<file path="config.mk">
export PLATFORM = sky130hd
export DESIGN_NAME = mme_mac
export DESIGN_NICKNAME = d
export VERILOG_FILES = /design/src/hdl/assert_macros.svh /design/src/hdl/mme_pkg.sv /design/src/hdl/mme_mac.sv
export SDC_FILE = /design/constraint.sdc
export NUM_CORES = 2
export LEC_CHECK = 0
export ABC_CLOCK_PERIOD_IN_PS = 11200
export CAP_MARGIN = 20
export CORE_MARGIN = 10
export CORE_UTILIZATION = 68
export CTS_CLUSTER_SIZE = 25
export DETAILED_ROUTE_END_ITERATION = 6
export DONT_BUFFER_PORTS = 1
export HOLD_SLACK_MARGIN = 0.05
export PLACE_DENSITY = 0.86
export SYNTH_ARGS = -nofsm -noshare
export SYNTH_HDL_FRONTEND = slang
export SYNTH_SLANG_ARGS = --single-unit
</file>
<file path="constraint.sdc">
create_clock -name clk -period 11.2 [get_ports clk]
set_clock_uncertainty 0.1 [all_clocks]
set_input_delay 2.24 -clock clk [delete_from_list [all_inputs] [get_ports clk]]
set_output_delay 2.24 -clock clk [all_outputs]
set_load 0.02 [all_outputs]
</file>
<file path="src/hdl/assert_macros.svh">
// ---------------------------------------------------------------------------
// Assertion macros
// Shared concurrent assertion forms, clocked on clk and held off in reset.
// ---------------------------------------------------------------------------
`ifndef ASSERT_MACROS_SVH
`define ASSERT_MACROS_SVH

// Same-cycle implication.
`define ASSERT_SAME(label, ante, cons, msg) \
  label: assert property (@(posedge clk) disable iff (!rst_n) (ante) |-> (cons)) \
    else $error(msg);

// Next-cycle implication.
`define ASSERT_NEXT(label, ante, cons, msg) \
  label: assert property (@(posedge clk) disable iff (!rst_n) (ante) |=> (cons)) \
    else $error(msg);

`endif

</file>
<file path="src/hdl/mme_pkg.sv">
// ---------------------------------------------------------------------------
// mme_pkg
// Shared types and constants for the matrix multiply engine.
// ---------------------------------------------------------------------------
package mme_pkg;

  localparam int DIM_DEF = 16;   // default matrix dimension
  localparam int IDX_W   = 4;    // row / col field width
  localparam int VAL_W   = 32;   // Q15.16 operand width
  localparam int FRAC_W  = 16;   // fraction bits

  localparam logic [VAL_W-1:0] SAT_POS = 32'h7FFF_FFFF;
  localparam logic [VAL_W-1:0] SAT_NEG = 32'h8000_0000;

  typedef enum logic {
    OP_LOAD = 1'b0,
    OP_ROW  = 1'b1
  } op_t;

  typedef enum logic {
    S_IDLE,
    S_RUN
  } state_t;

  // Tag that rides along with each product term.
  typedef struct packed {
    logic             valid;
    logic             first_term;  // k == 0
    logic             last_term;   // k == DIM-1
    logic             end_row;     // column DIM-1
    logic [IDX_W-1:0] col;
  } mac_ctl_t;

  // Finished dot product status.
  typedef struct packed {
    logic             valid;
    logic             end_row;
    logic [IDX_W-1:0] col;
  } mac_res_t;

endpackage

</file>
<file path="src/hdl/mme_mac.sv">
// ---------------------------------------------------------------------------
// mme_mac
// Shared multiply-accumulate unit: product stage, exact accumulator, and
// Q15.16 truncation with 32-bit saturation on the finished sum.
// ---------------------------------------------------------------------------
module mme_mac #(
  parameter int DIM = mme_pkg::DIM_DEF
) (
  input  logic                             clk,
  input  logic                             rst_n,
  input  logic                             en,
  input  mme_pkg::mac_ctl_t                ctl_in,
  input  logic signed [mme_pkg::VAL_W-1:0] op_b,
  input  logic signed [mme_pkg::VAL_W-1:0] op_c,
  output mme_pkg::mac_res_t                res,
  output logic [mme_pkg::VAL_W-1:0]        res_value
);

  localparam int PROD_W = 2 * mme_pkg::VAL_W;
  localparam int ACC_W  = PROD_W + $clog2(DIM);

  mme_pkg::mac_ctl_t         ctl2_r;
  logic signed [PROD_W-1:0]  prod_r;
  logic signed [ACC_W-1:0]   acc_r;
  logic                      done_r;
  logic                      end_row_r;
  logic [mme_pkg::IDX_W-1:0] col_r;
  logic signed [ACC_W-1:0]   shifted;
  logic                      ovf;

  always_ff @(posedge clk) begin
    if (!rst_n) begin
      ctl2_r <= '0;
      done_r <= 1'b0;
    end else if (en) begin
      ctl2_r <= ctl_in;
      done_r <= ctl2_r.valid && ctl2_r.last_term;
    end
  end

  always_ff @(posedge clk) begin
    if (en) begin
      prod_r <= op_b * op_c;
      if (ctl2_r.valid) begin
        acc_r     <= ctl2_r.first_term ? ACC_W'(prod_r) : acc_r + ACC_W'(prod_r);
        end_row_r <= ctl2_r.end_row;
        col_r     <= ctl2_r.col;
      end
    end
  end

  // floor shift to Q15.16, then clamp when the upper bits are not a sign run
  assign shifted = acc_r >>> mme_pkg::FRAC_W;
  assign ovf = !((&shifted[ACC_W-1:mme_pkg::VAL_W-1]) ||
                 (~|shifted[ACC_W-1:mme_pkg::VAL_W-1]));

  always_comb begin
    if (ovf) begin
      res_value = shifted[ACC_W-1] ? mme_pkg::SAT_NEG : mme_pkg::SAT_POS;
    end else begin
      res_value = shifted[mme_pkg::VAL_W-1:0];
    end
  end

  assign res.valid   = done_r;
  assign res.end_row = end_row_r;
  assign res.col     = col_r;

endmodule
</file>
Word-level counts from Yosys, hierarchy flattened
Index checks and enable logic that the tools add are counted.
{ "totals": {"reg_bits": 146, "in_bits": 75} }
{ "classes": {"n_addsub": 1, "multipliers": 1, "muxes": 3, "reduce_logical": 6} }
{ "op_table": {"columns": ["operator", "n"], "rows": [
  ["$add A68 B64 Y68", 1],
  ["$mux W68", 1],
  ["$mul A32 B32 Y64", 1],
  ["$mux W32", 2],
  ["$reduce_and A21 Y1", 1],
  ["$reduce_or A21 Y1", 1],
  ["$reduce_and A2 Y1", 1],
  ["$logic_and A1 B1 Y1", 1],
  ["$logic_not A1 Y1", 1],
  ["$logic_or A1 B1 Y1", 1]
]} }

Longest topological paths before layout
{ "depth": {"word_depth": 4, "depth_mapped": 29, "depth_no_buf": 28} }

Least setup slack after synthesis
No wires, ideal clock.
{ "synth_timing": {"path_type": "input port to flip-flop", "from": "in op_b[31] (netlist name)", "to": "reg prod_r[62], data pin", "setup_time_ps": 264, "arrival_ps": 9241, "required_time_ps": 10836, "setup_slack_ps": 1596, "cell_stages": 25, "path_buffers": 1, "path_cell_list": "clkbuf_1 nand2_1 inv_1 fa_1 inv_1 fa_1 inv_1 fa_1 fa_1 inv_1 fa_1 inv_1 fa_1 inv_1 fa_1 inv_1 fa_1 ha_1 a21o_1 a21oi_1 o21ai_0 a311oi_1 a2111oi_2 a221oi_1 xnor2_1"} }
{ "synth_via": {"elab_chain_len": 1} }
{ "synth_rtl": {"columns": ["element", "line", "rtl"], "rows": [
  ["start: declaration", "mme_mac.sv:13", "input logic signed [mme_pkg::VAL_W-1:0] op_b,"],
  ["$mul A32 B32 Y64", "mme_mac.sv:43", "prod_r <= op_b * op_c;"],
  ["end signal: assignment", "mme_mac.sv:43", null],
  ["end: declaration", "mme_mac.sv:23", "logic signed [PROD_W-1:0] prod_r;"]
]} }
Every way passes these cells.
A chain may end at the register's enable or synchronous reset.

Worst setup path in the final report
{ "layout_timing": {"from": "in op_b[31] (netlist name)", "to": "reg prod_r[60], data pin"} }
The elaborated chain is that of the path after synthesis.

==> flow_summary.rst <==
.. list-table::
   :header-rows: 1

   * - Metric
     - Value
   * - Clock H-tree levels
     - 4
   * - Flip-flop and latch count after synthesis
     - 146
   * - GP Congestion
     - 0.958
   * - Initial Util
     - 0.689
   * - Average vias per placed instance
     - 6.06
   * - GRT overflow
     - 0
   * - Input/output buffers
     - 0
   * - Setup CP Type
     - primary input to flip-flop
   * - Number of DRC violations after detailed-routing iteration 0
     - 3233
   * - Total nets after synthesis
     - 6156
   * - Core Region
     - 66000 um^2
   * - Critical R2R Launch
     - prod_r[26]
   * - Clock tree buffer depth
     - 2
   * - Stage delay of the slowest cell on the critical path
     - 0.93 ns
   * - Total of endpoints with negative setup slack in the final report
     - 0
   * - Clock sinks
     - 146
   * - Die extent in y
     - 278 um
   * - Avg WL per Cell
     - 22.1 um
   * - Hold path depth
     - 0
   * - CP dominant cell by count
     - fa_1
   * - Wire length of the first global-routing pass
     - 193000 um
   * - Final hold violations
     - 0
   * - Total wire length
     - 120000 um
   * - Antenna violations before repair
     - 0
   * - CTS tree
     - built
   * - Via count of the first global-routing pass
     - 35800
   * - Fraction of the cycle the final worst path needs
     - 0.859
   * - Ratio of cells with drive above 1 in the final layout
     - 0.0191
   * - Cell types with the largest area share after synthesis
     - fa_1 (48%), edfxtp_1 (9.1%), inv_1 (8.3%), and2_1 (7.3%), ha_1 (6.9%)
   * - RSZ-0062 raised after global routing
     - no
   * - Maximum capacitance violations
     - 0
   * - Root buf cell
     - clkbuf_16
   * - Kind of end point of the critical path
     - flip-flop
   * - Layout Area Growth over Synthesis
     - 1.82%
   * - Top cells by count, synth
     - fa_1 (1083), inv_1 (999), nand2_1 (595)
   * - Worst rel slew slack
     - 0.321
   * - Number of distinct library cell variants in the gate-level netlist after synthesis
     - 86
   * - Capture point of the worst reg-to-reg path
     - acc_r[67]
   * - Number of enable flip-flop cells after synthesis
     - 137
   * - X dimension of the die
     - 278 um
   * - Arrival time at the worst endpoint
     - 9.71 ns
   * - Fraction of synthesis flops using an asynchronous set or reset pin
     - 0
   * - First drt pass iteration count
     - 7
   * - Total via count in the routed design
     - 32800
   * - Buf/Inv on CP
     - 7
   * - Number of nets in the layout
     - 5947
   * - Transition at the pin with the smallest max-transition slack
     - 1.02 ns
   * - Minimum setup slack among reg-to-reg paths
     - 7.13 ns
   * - Sequential-to-total area share from yosys stat
     - 0.0945
   * - Hold Crit Start
     - ctl2_r[2]
   * - Critical Path RT
     - 11.29 ns
   * - Aggregate global-route resource usage
     - 0.318
   * - Failing checks
     - DRC
   * - Minimum clock period
     - 9.63 ns
   * - Master of the slowest instance on the critical path
     - fa_1
   * - Largest net degree at the start of global routing
     - 83
   * - Final total negative setup slack
     - 0 ns
   * - Cell count of the worst reg-to-reg path
     - 13
   * - Num CTS Buffers
     - 17
   * - Min-Delay Path Class
     - flip-flop to flip-flop
   * - Result of the run
     - finished with violations
   * - Warnings, synthesis
     - 0
   * - Post-CTS setup buffer count
     - 0
   * - Crit-path max FO
     - 32
   * - Number of gates given a new drive strength after cts
     - 0
   * - Die Outline Area
     - 77500 um^2
   * - DRC
     - 1
   * - Synth Flop Type
     - edfxtp_1
   * - Library cell occupying the most area in the post-synthesis netlist
     - fa_1
   * - Critical path's top delay family
     - adder cells
   * - Clk pin slew, worst setup/hold paths
     - 0.06 ns
   * - Final Core Density
     - 0.701
   * - Area share of the leading cell type in the synthesized netlist
     - 0.477
   * - Launching element type of the critical path
     - primary input
   * - Total I/O pin count
     - 113
   * - Avg Synthesized Cell Area
     - 9.57 um^2
   * - Count leader, synth
     - fa_1
   * - Final-report max-slew violation count
     - 0
   * - Hold path endpoint
     - col_r[2]
   * - Number of rows created at floorplan
     - 94
   * - Placed wire-length estimate
     - 90800 um
   * - Synth Instances
     - 4747
   * - Remaining antenna violation count after routing
     - 0
   * - Clock latency reported for the late side of the worst-skew pair
     - 0.44 ns
   * - Highest Clock Rate
     - 104 MHz
   * - Hold buffer count at cts
     - 0
   * - Combined area of all synthesized cells
     - 45400 um^2
[logic make-up (layout without fill, tap and decap cells)]
| group | Yosys count | in the layout | synth area share |
|---|---|---|---|
| xor+xnor | 132 | 132 | 0.0254 |
| other cells | 0 | 1 | 0 |
| compound gates | 507 | 507 | 0.0762 |
| buf+inv | 1233 | 1037 | 0.102 |
| fa+ha+maj | 1334 | 1334 | 0.546 |
| mux | 12 | 12 | 0.00273 |
| simple gates | 1383 | 1383 | 0.153 |
| flops | 146 | 146 | 0.0945 |
[worst max path at each step]
stage              from    endpoint  slack (ns)  cells past startpoint
3_3_place_gp   op_b[31]  prod_r[62]        1.42                     26
3_5_place_dp   op_b[31]  prod_r[62]        1.16                     26
4_1_cts        op_b[31]  prod_r[62]        1.64                     26
2_1_floorplan  op_b[31]  prod_r[62]        1.60                     25
5_1_grt        op_b[31]  prod_r[56]        1.19                     27
6_report       op_b[31]  prod_r[60]        1.57                     25
[layout make-up]
class	count	area (um^2)
multi-input cells	3368	36500
fillers	4649	19700
flip-flops and latches	146	4300
inverters	999	3750
well taps	864	1080
clock buffers	17	425
clock inverters	15	148
repair buffers	6	45.0
diodes	1	2.50
[cell usage in the layout, fill, tap and decap left out, types with 11 or more instances in the layout]
cell       instances
o21a_1            13
nand2_1          595
a31oi_1           11
and3_1            19
a21o_1           112
o21ai_0           88
o21ai_1           36
xor2_1            51
nor2_1            90
inv_1            999
nor2b_1           30
clkbuf_16         17
nand4_1           24
fa_1            1083
o21bai_1          23
a21oi_1          129
nor3_1            18
and2_1           530
xnor2_1           81
nand3_1           23
ha_1             251
edfxtp_1         137
nand2b_1          24
[registers in the layout, indices dropped and copies added (netlist names)]
name / cells
acc_r: 68
ctl2_r: 8
prod_r: 64
done_r: 1
end_row_r: 1
col_r: 4
[metrics by stage]
step                hold slack, ns  cell area (um^2)  instances  setup slack [ns]
floorplan                    0.308             45400       4747              1.60
global placement             0.311             45700       5383              1.42
detailed placement           0.322             45700       5383              1.16
CTS                          0.337             46300       5415              1.64
global route                 0.341             46300       5415              1.19
finish                       0.340             46300       5416              1.57
[worst reg2reg max path, stage by stage (launching register included)]
cell,delay (ns)
edfxtp_1,0.46
ha_1,0.43
a21o_1,0.22
a21o_1,0.17
a21o_1,0.16
a221oi_1,0.53
o32ai_1,0.18
nor2_1,0.32
a21oi_1,0.16
a211oi_1,0.37
o21ai_1,0.19
a31oi_1,0.23
mux2i_1,0.23
xnor2_1,0.08
[routing by layer]
| layer | share of wire | up-vias | track usage | wire (um) |
|---|---|---|---|---|
| met4 | 0.036 | 0 | 0.104 | 4260 |
| met1 | 0.38 | 16500 | 0.408 | 45200 |
| met5 | 0 | - | 0 | 0 |
| li1 | - | 13800 | - | - |
| met3 | 0.15 | 350 | 0.128 | 17700 |
| met2 | 0.44 | 2092 | 0.490 | 52800 |
Power is left out: the tool's default activity adds up to more than one toggle a clock period on the data nets, which glitch-free logic cannot reach.
